**config.mk**
```make
export PLATFORM = sky130hd
export DESIGN_NAME = sensor_packet_deframer_top
export DESIGN_NICKNAME = d
export VERILOG_FILES = /design/src/hdl/spd_pkg.sv /design/src/hdl/sensor_packet_deframer_top.sv /design/src/hdl/spd_parse.sv
export SDC_FILE = /design/constraint.sdc
export NUM_CORES = 1
export LEC_CHECK = 0
export BUFFER_PORTS_ARGS = -buffer_cell sky130_fd_sc_hd__buf_2
export CAP_MARGIN = 20
export CORE_MARGIN = 10
export CORE_UTILIZATION = 61
export CTS_BUF_LIST = sky130_fd_sc_hd__clkbuf_2 sky130_fd_sc_hd__clkbuf_4 sky130_fd_sc_hd__clkbuf_8
export DETAILED_ROUTE_END_ITERATION = 8
export GPL_TIMING_DRIVEN = 0
export PLACE_DENSITY = 0.8
export RECOVER_POWER = 100
export REMOVE_ABC_BUFFERS = 1
export SLEW_MARGIN = 20
export SYNTH_ARGS = -nofsm -noshare
export SYNTH_HDL_FRONTEND = slang
export SYNTH_HIERARCHICAL = 1
export SYNTH_SLANG_ARGS = --single-unit
```
**constraint.sdc**
```tcl
create_clock -name i_clk -period 6.7 [get_ports i_clk]
set_clock_uncertainty 0.1 [all_clocks]
set_input_delay 0.67 -clock i_clk [delete_from_list [all_inputs] [get_ports i_clk]]
set_output_delay 0.67 -clock i_clk [all_outputs]
set_load 0.01 [all_outputs]
```
**src/hdl/spd_pkg.sv**
```systemverilog
// ----------------------------------------------------------------------------
// spd_pkg: shared types and constants of the sensor packet deframer
// word types of both channels, status codes, register map, header layout
// ----------------------------------------------------------------------------
`default_nettype none

package spd_pkg;

    localparam int MAX_PAYLOAD_DEF = 256;

    // header layout, byte positions in the buffer
    localparam int IDX_TAG_HI   = 0;
    localparam int IDX_TAG_LO   = 1;
    localparam int IDX_ADDR_LST = 5;
    localparam int IDX_TYPE     = 6;
    localparam int IDX_LEN_HI   = 7;
    localparam int IDX_LEN_LO   = 8;
    localparam int HEADER_BYTES = 9;
    localparam int MIN_BUFFER   = 11;
    localparam int CSUM_BYTES   = 2;

    // register map
    localparam int APB_AW = 3;
    localparam logic REG_EXP_ADDR  = 1'b0;
    localparam logic REG_FRAME_TAG = 1'b1;
    localparam logic [31:0] EXP_ADDR_RST  = 32'hFFFF_FFFF;
    localparam logic [15:0] FRAME_TAG_RST = 16'hEF01;

    localparam logic KIND_PAYLOAD = 1'b0;
    localparam logic KIND_STATUS  = 1'b1;

    typedef enum logic [1:0] {
        ST_OK        = 2'd0,
        ST_SHORT_BUF = 2'd1,
        ST_REJECT    = 2'd2
    } t_status;

    typedef struct packed {
        logic [7:0] rx_byte;
        logic       buffer_end;
    } t_in_word;

    typedef struct packed {
        logic       kind;
        logic [7:0] payload_byte;
        logic [7:0] packet_type;
        logic [8:0] payload_length;
        logic [1:0] status;
        logic [8:0] frame_bytes;
    } t_out_word;

endpackage

`default_nettype wire

```
**src/hdl/sensor_packet_deframer_top.sv**
```systemverilog
// ----------------------------------------------------------------------------
// sensor_packet_deframer_top: byte-stream frame deframer
// Bytes of a receive buffer enter on the input channel (valid/ready), one word
// per byte, with buffer_end set on the last byte. Payload bytes of a frame
// with a good header leave on the output channel as they arrive; each buffer
// gives exactly one status word (ok, short buffer, rejected frame). The status
// is decided at byte 11, at the checksum, or at the buffer end, whichever rule
// of the frame check applies first; later bytes of that buffer give nothing.
// A result word is loaded into the output register once its byte has passed
// through the input register and the output register is free or being read.
// Throughput: one byte per cycle while the receiver takes the output words,
// set by the combinational parse step between the two registers.
// A stalled receiver holds the output word; the input register still takes
// one more byte, and o_in_ready drops only when both registers are full.
// Reset (synchronous, active low) empties both registers, clears the parse
// state and loads device address 0xFFFFFFFF and frame_tag 0xEF01.
// Registers on the APB port: device address at 0x0, frame_tag at 0x4.
// ----------------------------------------------------------------------------
`default_nettype none

module sensor_packet_deframer_top #(
    parameter int MAX_PAYLOAD = spd_pkg::MAX_PAYLOAD_DEF
) (
    input  wire logic                       i_clk,
    input  wire logic                       i_rst_n,
    input  wire logic                       i_in_valid,
    output logic                            o_in_ready,
    input  wire spd_pkg::t_in_word          i_in_word,
    output logic                            o_out_valid,
    input  wire logic                       i_out_ready,
    output spd_pkg::t_out_word              o_out_word,
    input  wire logic                       psel,
    input  wire logic                       penable,
    input  wire logic                       pwrite,
    input  wire logic [spd_pkg::APB_AW-1:0] paddr,
    input  wire logic [31:0]                pwdata,
    output logic [31:0]                     prdata,
    output logic                            pready
);
    import spd_pkg::*;

    logic [31:0] r_dev_address;
    logic [15:0] r_frame_tag;
    logic        r_in_valid;
    t_in_word    r_in_word;
    logic        r_out_valid;
    t_out_word   r_out_word;

    logic        proc_fire;
    logic        cfg_wr;
    logic        res_valid;
    t_out_word   res_word;

    assign pready = 1'b1;
    assign cfg_wr = psel && penable && pwrite && pready;
    assign prdata = (paddr[2] == REG_FRAME_TAG) ? {16'h0000, r_frame_tag}
                                                : r_dev_address;

    always_ff @(posedge i_clk) begin
        if (!i_rst_n) begin
            r_dev_address <= EXP_ADDR_RST;
            r_frame_tag   <= FRAME_TAG_RST;
        end else if (cfg_wr) begin
            if (paddr[2] == REG_FRAME_TAG) begin
                r_frame_tag <= pwdata[15:0];
            end else begin
                r_dev_address <= pwdata;
            end
        end
    end

    // parse a byte once its result has somewhere to go
    assign proc_fire  = r_in_valid && (!r_out_valid || i_out_ready);
    assign o_in_ready = !r_in_valid || proc_fire;

    always_ff @(posedge i_clk) begin
        if (!i_rst_n) begin
            r_in_valid <= 1'b0;
        end else if (i_in_valid && o_in_ready) begin
            r_in_valid <= 1'b1;
        end else if (proc_fire) begin
            r_in_valid <= 1'b0;
        end
    end

    always_ff @(posedge i_clk) begin
        if (i_in_valid && o_in_ready) begin
            r_in_word <= i_in_word;
        end
    end

    spd_parse #(
        .MAX_PAYLOAD (MAX_PAYLOAD)
    ) u_parse (
        .i_clk         (i_clk),
        .i_rst_n       (i_rst_n),
        .i_fire        (proc_fire),
        .i_word        (r_in_word),
        .i_dev_address (r_dev_address),
        .i_frame_tag   (r_frame_tag),
        .o_res_valid   (res_valid),
        .o_res_word    (res_word)
    );

    always_ff @(posedge i_clk) begin
        if (!i_rst_n) begin
            r_out_valid <= 1'b0;
        end else if (proc_fire) begin
            r_out_valid <= res_valid;
        end else if (i_out_ready) begin
            r_out_valid <= 1'b0;
        end
    end

    always_ff @(posedge i_clk) begin
        if (proc_fire && res_valid) begin
            r_out_word <= res_word;
        end
    end

    assign o_out_valid = r_out_valid;
    assign o_out_word  = r_out_word;

endmodule

`default_nettype wire

```
**src/hdl/spd_parse.sv**
```systemverilog
// ----------------------------------------------------------------------------
// spd_parse: frame parser state and per-byte decision logic
// holds the per-buffer parse state and turns one byte into at most one word
// ----------------------------------------------------------------------------
`default_nettype none

module spd_parse #(
    parameter int MAX_PAYLOAD = spd_pkg::MAX_PAYLOAD_DEF
) (
    input  wire logic              i_clk,
    input  wire logic              i_rst_n,
    input  wire logic              i_fire,
    input  wire spd_pkg::t_in_word i_word,
    input  wire logic [31:0]       i_dev_address,
    input  wire logic [15:0]       i_frame_tag,
    output logic                   o_res_valid,
    output spd_pkg::t_out_word     o_res_word
);
    import spd_pkg::*;

    // index must hold the count one past the last checksum byte
    localparam int IW = $clog2(MAX_PAYLOAD + MIN_BUFFER + 1);
    localparam logic [16:0] LEN_MAX = 17'(MAX_PAYLOAD + CSUM_BYTES);

    logic [IW-1:0] r_byte_index, n_byte_index;
    logic [7:0]    r_tag_high, n_tag_high;
    logic [31:0]   r_address_shift, n_address_shift;
    logic [7:0]    r_type_reg, n_type_reg;
    logic [15:0]   r_length_field, n_length_field;
    logic [15:0]   r_running_sum, n_running_sum;
    logic [7:0]    r_checksum_high, n_checksum_high;
    logic          r_pending_error, n_pending_error;
    logic          r_status_sent, n_status_sent;

    logic [7:0]  rx_b;
    logic        last;
    logic [31:0] addr_next;
    logic [15:0] len_next;
    logic [16:0] idx_ext;
    logic [16:0] len_ext;
    logic        payload_out;
    logic        check_done;
    logic        check_ok;
    logic        res_valid;
    t_out_word   res_word;

    assign rx_b      = i_word.rx_byte;
    assign last      = i_word.buffer_end;
    assign addr_next = {r_address_shift[23:0], rx_b};
    assign len_next  = {r_length_field[15:8], rx_b};
    assign idx_ext   = 17'(r_byte_index);
    assign len_ext   = {1'b0, r_length_field};

    always_comb begin
        n_byte_index    = r_byte_index;
        n_tag_high      = r_tag_high;
        n_address_shift = r_address_shift;
        n_type_reg      = r_type_reg;
        n_length_field  = r_length_field;
        n_running_sum   = r_running_sum;
        n_checksum_high = r_checksum_high;
        n_pending_error = r_pending_error;
        n_status_sent   = r_status_sent;
        payload_out     = 1'b0;
        check_done      = 1'b0;
        check_ok        = 1'b0;
        res_valid       = 1'b0;
        res_word        = '0;

        if (!r_status_sent) begin
            if (r_byte_index == IW'(IDX_TAG_HI)) begin
                n_tag_high = rx_b;
            end else if (r_byte_index == IW'(IDX_TAG_LO)) begin
                if ({r_tag_high, rx_b} != i_frame_tag) begin
                    n_pending_error = 1'b1;
                end
            end else if (r_byte_index <= IW'(IDX_ADDR_LST)) begin
                n_address_shift = addr_next;
                if (r_byte_index == IW'(IDX_ADDR_LST) && addr_next != i_dev_address) begin
                    n_pending_error = 1'b1;
                end
            end else if (r_byte_index == IW'(IDX_TYPE)) begin
                n_type_reg    = rx_b;
                n_running_sum = {8'h00, rx_b};
            end else if (r_byte_index == IW'(IDX_LEN_HI)) begin
                n_length_field = {rx_b, 8'h00};
                n_running_sum  = r_running_sum + {8'h00, rx_b};
            end else if (r_byte_index == IW'(IDX_LEN_LO)) begin
                n_length_field = len_next;
                n_running_sum  = r_running_sum + {8'h00, rx_b};
                if (len_next < 16'(CSUM_BYTES) || {1'b0, len_next} > LEN_MAX) begin
                    n_pending_error = 1'b1;
                end
            end else if (!r_pending_error) begin
                // payload ends at index length + 6, checksum follows
                if (idx_ext < len_ext + 17'(HEADER_BYTES - CSUM_BYTES)) begin
                    n_running_sum = r_running_sum + {8'h00, rx_b};
                    payload_out   = 1'b1;
                end else if (idx_ext == len_ext + 17'(HEADER_BYTES - CSUM_BYTES)) begin
                    n_checksum_high = rx_b;
                end else if (idx_ext == len_ext + 17'(HEADER_BYTES - 1)) begin
                    check_done = 1'b1;
                    check_ok   = ({r_checksum_high, rx_b} == r_running_sum);
                end
            end

            n_byte_index = r_byte_index + 1'b1;

            if (last) begin
                res_valid     = 1'b1;
                res_word.kind = KIND_STATUS;
                if (n_byte_index < IW'(MIN_BUFFER)) begin
                    res_word.status = ST_SHORT_BUF;
                end else if (check_done && check_ok) begin
                    res_word.status = ST_OK;
                end else begin
                    res_word.status = ST_REJECT;
                end
            end else if (check_done) begin
                res_valid       = 1'b1;
                res_word.kind   = KIND_STATUS;
                res_word.status = check_ok ? ST_OK : ST_REJECT;
                n_status_sent   = 1'b1;
            end else if (n_pending_error && n_byte_index >= IW'(MIN_BUFFER)) begin
                res_valid       = 1'b1;
                res_word.kind   = KIND_STATUS;
                res_word.status = ST_REJECT;
                n_status_sent   = 1'b1;
            end else if (payload_out) begin
                res_valid             = 1'b1;
                res_word.kind         = KIND_PAYLOAD;
                res_word.payload_byte = rx_b;
            end

            // frame details only go out with a good checksum
            if (check_done && check_ok && n_byte_index >= IW'(MIN_BUFFER)) begin
                res_word.packet_type    = r_type_reg;
                res_word.payload_length = 9'(r_length_field - 16'(CSUM_BYTES));
                res_word.frame_bytes    = 9'(r_length_field + 16'(HEADER_BYTES));
            end
        end

        if (last) begin
            n_byte_index    = '0;
            n_tag_high      = '0;
            n_address_shift = '0;
            n_type_reg      = '0;
            n_length_field  = '0;
            n_running_sum   = '0;
            n_checksum_high = '0;
            n_pending_error = 1'b0;
            n_status_sent   = 1'b0;
        end
    end

    always_ff @(posedge i_clk) begin
        if (!i_rst_n) begin
            r_byte_index    <= '0;
            r_tag_high      <= '0;
            r_address_shift <= '0;
            r_type_reg      <= '0;
            r_length_field  <= '0;
            r_running_sum   <= '0;
            r_checksum_high <= '0;
            r_pending_error <= 1'b0;
            r_status_sent   <= 1'b0;
        end else if (i_fire) begin
            r_byte_index    <= n_byte_index;
            r_tag_high      <= n_tag_high;
            r_address_shift <= n_address_shift;
            r_type_reg      <= n_type_reg;
            r_length_field  <= n_length_field;
            r_running_sum   <= n_running_sum;
            r_checksum_high <= n_checksum_high;
            r_pending_error <= n_pending_error;
            r_status_sent   <= n_status_sent;
        end
    end

    assign o_res_valid = res_valid;
    assign o_res_word  = res_word;

endmodule

`default_nettype wire

```
==> out/qor.csv, run 1 <==
metric,value,unit
status,"finished, violations left",
failing checks,"capacitance limit, slew limit",
DP Area,10870,um^2
Max-slew headroom,-1.424,
CTS tree,yes,
largest net degree at the start of global routing,106,
Post-synth EDFFs,46,
aggregate global routing overflow,0,
Synth Area per Inst,9.189,um^2
Synthesis Warnings,6,
sequential element share of the synthesized area,0.4031,
Gate power share,0.087,
Sequential Power Share,0.557,
post-synthesis cell count,1135,
"Data arrival, critical path",5.49,ns
root buf cell,clkbuf_8,
"FFs w/ async S/R, synth",0,
power density over cell area,193.1,nW/um^2
synth top area cells,"dfxtp_1, edfxtp_1, nor2b_1, xnor2_1, nor2_1",
"Hold Vio Cnt, Final",0,
Worst Tran Pin Value,3.636,ns
top cell type's share of synthesized area,0.2706,
num rows,47,
htree depth,4,
first-pass GRT wire length,40450,um
CP startpoint kind,register,
final net count,1282,
post-route insts no fill,1433,
vias in the first global route,7917,
drt via density,5.888,
Mapped Area,10430,um^2
share of layout cells above drive strength 1,0.1080,
fin crit share,0.8067,
commonest cells in the netlist,"nor2_1, dfxtp_1, nor2b_1",
Final min period,5.405,ns
fmax,185.0,MHz
sw power,0.5973,mW
IO Count,123,
post-synth cell types,82,
Post-DRT Antenna Nets,0,
CTS Buffer Depth,2,
clock sink total,187,
CP top delay family,simple AND/OR/NAND/NOR gates,
critical path's slowest cell,a21boi_0,
CP endpoint kind,register,
RSZ-0062 raised after global routing,false,
Port-buffer cells,119,
die area,22730,um^2
"Clk Latency, worst-skew pair",0.48,ns
Worst Hold Depth,1,
gp weighted congestion,0.9119,
Tot Pwr,2.166,mW
core region area,16700,um^2
Clock power frac,0.357,
DR vias,8437,
CP bufs+invs,2,
post-route cell area,11220,um^2
reg2reg path depth,16,
Final TNS setup,0,ns
max-slew violation count,141,
Critical Path RT,6.78,ns
GRT Util Overall,0.2206,
top-count cell post-synth,nor2_1,
final number of setup-violating endpoints,0,
die width,150.8,um
Routed met2 length,12240,um
"Hold-fix buffers, CTS",0,
"area leader, netlist",dfxtp_1,
routed metal-1 wirelength,11240,um
Max stage delay on crit path,0.72,ns
max cap viols,2,
critical path depth,16,
max reg flops,37,
Die Y-Extent,150.8,um
Hold WC Path Type,input port to register,
initial antenna violation count,0,
Top Metal Used,met4,
Residual DRC,0,
crit path cell chain,"inv_1, ha_1, a21boi_0, nor2b_1, xnor2_1, ha_1, nand4_1, a21oi_1, o22ai_1, nor3_1, nand2_1, nor4_1, nor3_1, o21ai_0, and3_1, buf_12",
Post-synth top flop,dfxtp_1,
Layout area overhead,7.558,%
metal3 WL,1691,um
Total Wirelength,25590,um
worst ir drop on vdd,0.1419,mV
Iteration-0 DRC Markers,837,
Worst Path Max Fanout,28,
placed insts,1399,
Sw Ratio,0.2758,
cts repair resizes,0,
"Setup Fix Bufs, Post-CTS",0,
starting density of the core,0.6245,
kind of critical path,register to register,
ant diodes,0,
Seq cells post-synth,187,
Int Power,1.569,mW
clock buffer count from CTS,17,
TritonRoute pass-1 iters,5,
Final HPWL DP,17810,um
leakage power,3.920,nW
average wire per standard cell,17.86,um
"Reg clk slew, reported paths",0.10,ns
power by group through the flow:
stage | Combinational (mW) | Sequential, mW | Clock [mW]
6_report | 0.188 | 1.21 | 0.772
2_1_floorplan | 0.110 | 1.22 | 0
3_3_place_gp | 0.180 | 1.23 | 0
5_1_grt | 0.207 | 1.21 | 0.834
3_5_place_dp | 0.186 | 1.23 | 0
4_1_cts | 0.186 | 1.21 | 0.782
placed cells by master (no fill, tap or decap), types with 46 or more instances in the layout:
master | Yosys | layout
nor2_1 | 145 | 145
dfxtp_1 | 141 | 141
nor2b_1 | 102 | 102
xnor2_1 | 72 | 72
clkbuf_1 | 44 | 68
nand2_1 | 60 | 61
a22oi_1 | 57 | 57
mux2i_1 | 53 | 53
buf_2 | 11 | 53
edfxtp_1 | 46 | 46
cell families (layout without fill, tap and decap cells):
group | after synthesis | in the layout | synth area share
other | 1 | 1 | 0.0003595
xor gates and xnor gates | 93 | 93 | 0.07809
muxes | 71 | 71 | 0.07030
AOI/OAI and AO/OA | 185 | 185 | 0.1244
adders and majority gates | 31 | 31 | 0.03791
DFF | 187 | 187 | 0.4031
buffers and inverters | 109 | 187 | 0.05830
and+or+nand+nor | 458 | 458 | 0.2276
per-layer routing:
metal,vias to the layer above,GRT usage
li1,4111,-
met1,3986,0.2865
met2,312,0.3591
met3,28,0.04922
met4,0,0.06593
met5,-,0
through the flow:
stage | setup WS (ns) | hold WS (ns) | utilization
6_report | 1.295 | 0.2620 | 0.6717
5_1_grt | 1.021 | 0.2411 | 0.6717
4_1_cts | 1.935 | 0.2425 | 0.6756
3_5_place_dp | 1.963 | 0.3719 | 0.6508
3_3_place_gp | 1.324 | 0.3604 | 0.6470
2_1_floorplan | 2.387 | 0.3441 | -
layout make-up:
class / count / area [um^2]
multi-input combinational: 839 / 5614
fill: 1385 / 5483
sequential: 187 / 4204
timing repair buffer: 125 / 595.6
tap: 220 / 275.3
clock buffer: 17 / 234.0
clock inverter: 15 / 180.2
inverter: 30 / 115.1
final timing paths:
check,endpoint,from,slack [ns]
max reg2reg,o_out_word[29]$_DFFE_PP_,u_parse/r_length_field[1]$_SDFFE_PN0P_,1.30
max,o_out_word[29]$_DFFE_PP_,u_parse/r_length_field[1]$_SDFFE_PN0P_,1.30
min reg2reg,u_parse/r_running_sum[3]$_SDFFE_PN0P_,u_parse/r_running_sum[3]$_SDFFE_PN0P_,0.39
min,r_in_word[4]$_DFFE_PP_,i_in_word[4],0.26
Power figures use the tool's default switching activity.
==> inputs of run 2 (changes only) <==
clock period = 5.2 ns   (was 6.7 ns; I/O delays follow)
==> out/qor.csv, run 2 (synthesis results as in run 1) <==
metric,value,unit
average wire per standard cell,17.77,um
Clock power frac,0.357,
most frequent CP cell,ha_1,
sw power,0.7665,mW
CTS tree,yes,
cts repair resizes,0,
critical path's slowest cell,dfxtp_1,
DR vias,8450,
global route hottest layer,met2,
"Hold Vio Cnt, Final",0,
htree depth,4,
die width,150.8,um
fin util,0.6701,
status,"finished, violations left",
most frequent cells in the layout,"nor2_1, dfxtp_1, nor2b_1, xnor2_1, clkbuf_1",
vias in the first global route,7917,
Die Y-Extent,150.8,um
kind of critical path,register to register,
final number of setup-violating endpoints,0,
Final TNS setup,0,ns
Sw Ratio,0.2753,
placed insts,1399,
RSZ-0062 raised after global routing,false,
max cap viols,3,
crit path cell chain,"inv_1, ha_1, a21boi_1, nor2b_1, xnor2_1, ha_1, nand4_1, a21oi_1, o22ai_1, nor3_4, nand2_1, nor4_1, nor3_1, o21ai_0, and3_2, buf_6",
Critical Path RT,5.27,ns
Tot Pwr,2.784,mW
Layout area overhead,7.306,%
Hold WC Path Type,input port to register,
Int Power,2.017,mW
Worst Tran Pin Value,2.582,ns
gp weighted congestion,0.9119,
Sequential Power Share,0.558,
largest net degree at the start of global routing,106,
initial antenna violation count,0,
clock sink total,187,
"Setup Fix Bufs, Post-CTS",0,
post-route insts no fill,1433,
global-route met1 utilization,0.2865,
die area,22730,um^2
CP endpoint kind,register,
clock buffer count from CTS,17,
num rows,47,
starting density of the core,0.6245,
Post-DRT Antenna Nets,0,
Final min period,4.844,ns
"Clk Latency, worst-skew pair",0.48,ns
CTS Buffer Depth,2,
max-slew violation count,134,
Residual DRC,0,
worst ir drop on vdd,0.1826,mV
root buf cell,clkbuf_8,
Port-buffer cells,119,
Max-slew headroom,-0.7308,
drt via density,5.897,
Gate power share,0.085,
Total Wirelength,25460,um
"Reg clk slew, reported paths",0.10,ns
M2 GR Usage,0.3591,
power density over cell area,248.7,nW/um^2
TritonRoute pass-1 iters,7,
Max stage delay on crit path,0.55,ns
leakage power,3.901,nW
Iteration-0 DRC Markers,814,
Worst Path Max Fanout,28,
ant diodes,0,
GRT Util Overall,0.2206,
final net count,1282,
first-pass GRT wire length,40450,um
max reg flops,37,
share of layout cells above drive strength 1,0.1072,
Final HPWL DP,17810,um
fin crit share,0.9315,
fmax,206.5,MHz
"Hold-fix buffers, CTS",0,
IO Count,123,
CP startpoint kind,register,
aggregate global routing overflow,0,
"Data arrival, critical path",4.91,ns
core region area,16700,um^2
"leading cell type in the layout, fill and taps excluded",nor2_1,
failing checks,"capacitance limit, slew limit",
grt met3 use,0.04922,
==> run 2: through the flow <==
step | hold WS [ns] | worst slack, ns | cell area (um^2)
finish | 0.1077 | 0.3564 | 11190
global route | 0.09108 | 0.09337 | 11190
CTS | 0.09249 | 0.4352 | 11280
detailed placement | 0.3719 | 0.4630 | 10870
global placement | 0.3604 | -0.1764 | 10810
floorplan | 0.3441 | 0.8866 | 9935
==> run 2: area by class of cell <==
class	instances	area, um^2
clock buffers	17	234.0
clock inverters	15	180.2
fillers	1390	5509
inverters	30	113.9
multi-input cells	839	5612
flip-flops and latches	187	4204
well taps	220	275.3
repair buffers	125	573.1
==> run 2: final timing paths <==
path	start	end	slack, ns	cells after the start
max	u_parse/r_length_field[1]$_SDFFE_PN0P_	o_out_word[12]$_DFFE_PP_	0.36	16
min	i_in_word[4]	r_in_word[4]$_DFFE_PP_	0.11	1
max reg2reg	u_parse/r_length_field[1]$_SDFFE_PN0P_	o_out_word[12]$_DFFE_PP_	0.36	16
min reg2reg	u_parse/r_running_sum[0]$_SDFFE_PN0P_	u_parse/r_running_sum[0]$_SDFFE_PN0P_	0.39	2
==> run 2: power by group through the flow <==
| stage | Combinational (mW) | Clock [mW] | Sequential, mW |
|---|---|---|---|
| floorplan | 0.142 | 0 | 1.58 |
| global placement | 0.233 | 0 | 1.59 |
| detailed placement | 0.239 | 0 | 1.59 |
| CTS | 0.240 | 1.01 | 1.55 |
| global route | 0.262 | 1.07 | 1.56 |
| finish | 0.237 | 0.993 | 1.55 |
==> run 2: routing by layer <==
layer	up-vias	wire length, um
met2	283	12180
li1	4118	-
met1	4021	11290
met4	0	414
met5	-	0
met3	28	1580
==> run 2: critical path: cells and delay by family (launching register included) <==
family	cells	cell delay (ns)
AND/OR/NAND/NOR	7	1.53
AO/OA/AOI/OAI	4	1.14
flip-flops	1	0.55
adder cells (fa/ha/maj)	2	0.55
buffers and inverters	2	0.47
XOR/XNOR	1	0.17
==> inputs of run 3 (changes only) <==
BUFFER_PORTS_ARGS = default   (was -buffer_cell sky130_fd_sc_hd__buf_2)
CORE_UTILIZATION = 60   (was 61)
DONT_BUFFER_PORTS = 1   (was default)
PLACE_DENSITY = 0.76   (was 0.8)
SYNTH_HIERARCHICAL = default   (was 1)
clock period = 4.1 ns   (was 5.2 ns; I/O delays follow)
==> out/qor.csv, run 3 <==
metric,value,unit
aggregate global routing overflow,0,
"FFs w/ async S/R, synth",0,
"Clk Latency, worst-skew pair",0.47,ns
Hold Path Sink,r_in_valid$_SDFFE_PN0P_,
Final min period,4.120,ns
worst r2r src,u_parse.r_length_field[2]$_SDFFE_PN0P_,
Final HPWL DP,17160,um
critical path's slowest cell,or4b_4,
initial antenna violation count,1,
Die Y-Extent,150.0,um
num rows,47,
Hold WS,0.1227,ns
most frequent cells in the layout,"nand2_1, dfxtp_1, xnor2_1, nand3_1, nor2b_1",
gp weighted congestion,0.8970,
failing checks,setup timing,
Post-Synth Simple-Gate Area,0.2664,
die width,150.0,um
CP endpoint kind,register,
GRT Util Overall,0.2284,
placed insts,1277,
drt via density,6.115,
RSZ-0062 raised after global routing,true,
Seq cells post-synth,187,
worst setup margin,-0.02012,ns
reg2reg setup slack,-0.02,ns
Worst Path Max Fanout,7,
leakage power,4.065,nW
Tot Pwr,3.510,mW
max reg flops,37,
multiplexer share of the synthesized area,0.04060,
Final TNS setup,-0.08249,ns
Critical Path RT,4.33,ns
power density over cell area,311.9,nW/um^2
CP startpoint kind,register,
core region area,16580,um^2
commonest cells in the netlist,"nand2_1, dfxtp_1, xnor2_1",
Post-Place Worst Slack,-0.9475,ns
share of layout cells above drive strength 1,0.09835,
XOR/XNOR share of the synthesized area,0.08207,
Mapped Area,10140,um^2
sequential element share of the synthesized area,0.4147,
main combinational cell family by area after synthesis,simple AND/OR/NAND/NOR gates,
most frequent CP cell,or4_4,
max-slew violation count,0,
max cap viols,0,
kind of critical path,register to register,
IO Count,123,
DP Area,10100,um^2
post-synth cell types,70,
Synth Area in Adders,0.03776,
Iteration-0 DRC Markers,884,
DR vias,8378,
"Hold Vio Cnt, Final",0,
vias in the first global route,7950,
final number of setup-violating endpoints,7,
starting density of the core,0.6114,
root buf cell,clkbuf_8,
fill count,1292,
status,"finished, violations left",
post-route insts no fill,1370,
fin util,0.6785,
Synthesis Warnings,0,
"area leader, netlist",dfxtp_1,
reg2reg end,o_out_word[11]$_SDFFCE_PP0P_,
post-synthesis cell count,1135,
Worst Hold Depth,3,
Worst Tran Pin Value,1.389,ns
final net count,1217,
clock buffer count from CTS,17,
average wire per standard cell,19.66,um
top-count cell post-synth,nand2_1,
first-pass GRT wire length,41710,um
CTS tree,yes,
htree depth,4,
worst ir drop on vdd,0.2176,mV
Layout area overhead,10.98,%
Max stage delay on crit path,0.62,ns
die area,22500,um^2
"leading cell type in the layout, fill and taps excluded",nand2_1,
"Reg clk slew, reported paths",0.10,ns
fin crit share,1.005,
Worst Setup SP,u_parse.r_length_field[2]$_SDFFE_PN0P_,
CTS Buffer Depth,2,
Max-slew headroom,0.07379,
CP top delay family,simple AND/OR/NAND/NOR gates,
clock sink total,187,
reg2reg path depth,14,
Synth Area per Inst,8.933,um^2
CP bufs+invs,1,
synth top area cells,"dfxtp_1, edfxtp_1, xnor2_1, nand2_1, nor2b_1",
largest net degree at the start of global routing,130,
Post-synth top flop,dfxtp_1,
top cell type's share of synthesized area,0.2784,
Post-DRT Antenna Nets,0,
"Data arrival, critical path",4.35,ns
Synth Area in Compound Gates,0.1135,
TritonRoute pass-1 iters,5,
Residual DRC,0,
Hold WC Path Type,input port to register,
crit path cell chain,"clkinvlp_4, ha_4, a21boi_4, nor3b_2, xnor2_1, ha_1, nand2_1, nor3_2, a221oi_2, a21o_1, or4_4, or4b_4, or4_4, nor2_2",
Post-synth EDFFs,46,
post-route cell area,11250,um^2
fmax,242.7,MHz
Total Wirelength,26930,um
Port-buffer cells,0,
Hold Startpoint,i_out_ready,
run 3: cell count changes after synthesis, sizes merged, moves of 8 or more:
cell    previous run  this run
a21boi             3        11
a22oi             57        31
and2               7        23
mux2i             53        22
nand2             61       162
nand3             30        69
nor2             148        87
nor2b            102        68
nor3              36        19
o21ai             30        22
o22ai              2        11
run 3: tightest hold or removal path: stages:
cell	delay, ns
nor2b_1	0.05
a21oi_1	0.14
nor2b_1	0.05
run 3: worst max path at each step:
| stage | end | slack [ns] | depth (start not counted) |
|---|---|---|---|
| global route | o_out_word[25]$_SDFFCE_PP0P_ | -0.11 | 15 |
| CTS | o_out_word[25]$_SDFFCE_PP0P_ | 0.02 | 15 |
| finish | o_out_word[11]$_SDFFCE_PP0P_ | -0.02 | 14 |
| floorplan | o_out_word[0]$_SDFFCE_PP0P_ | -0.69 | 14 |
| global placement | o_out_word[1]$_SDFFCE_PP0P_ | -1.50 | 14 |
| detailed placement | o_out_word[4]$_SDFFCE_PP0P_ | -0.95 | 14 |
run 3: final cells by class:
class | instances | area [um^2] | area share
Timing Repair Buffer | 60 | 629.4 | 0.05593
Tap cell | 220 | 275.3 | 0.02446
Antenna cell | 1 | 2.502 | 0.0002224
Clock inverter | 15 | 156.4 | 0.01390
Clock buffer | 17 | 234.0 | 0.02079
Sequential cell | 187 | 4229 | 0.3758
Inverter | 24 | 93.84 | 0.008340
Multi-Input combinational cell | 846 | 5632 | 0.5005
run 3: power by group:
group	total (mW)	internal [mW]	switching, mW
Clock	1.23	0.504	0.725
Sequential	1.97	1.91	0.0520
Combinational	0.314	0.134	0.180
Total	3.51	2.55	0.957
run 3: layer usage:
layer  global-route usage  wire (um)
met1               0.2908      11500
met3              0.05133       1825
met2               0.3758      13030
met4              0.07483        578
met5                    0          0
run 3: logic make-up (layout without fill, tap and decap cells):
logic type      count (synthesis)  count (layout)
simple gates                  514             516
flops                         187             187
compound gates                165             165
buf+inv                       104             116
xor+xnor                       95              95
mux                            39              39
fa+ha+maj                      30              30
other cells                     1               2
run 3: repair_timing:
| item | in CTS | in global routing |
|---|---|---|
| gates resized for setup | 27 | 16 |
| hold buffers | 44 | 0 |
| gates cloned | 1 | 2 |
| setup endpoints to repair | 97 | 62 |
| pin swaps | 8 | 27 |
| buffers inserted | 9 | 4 |
| hold endpoints to repair | 136 | 0 |
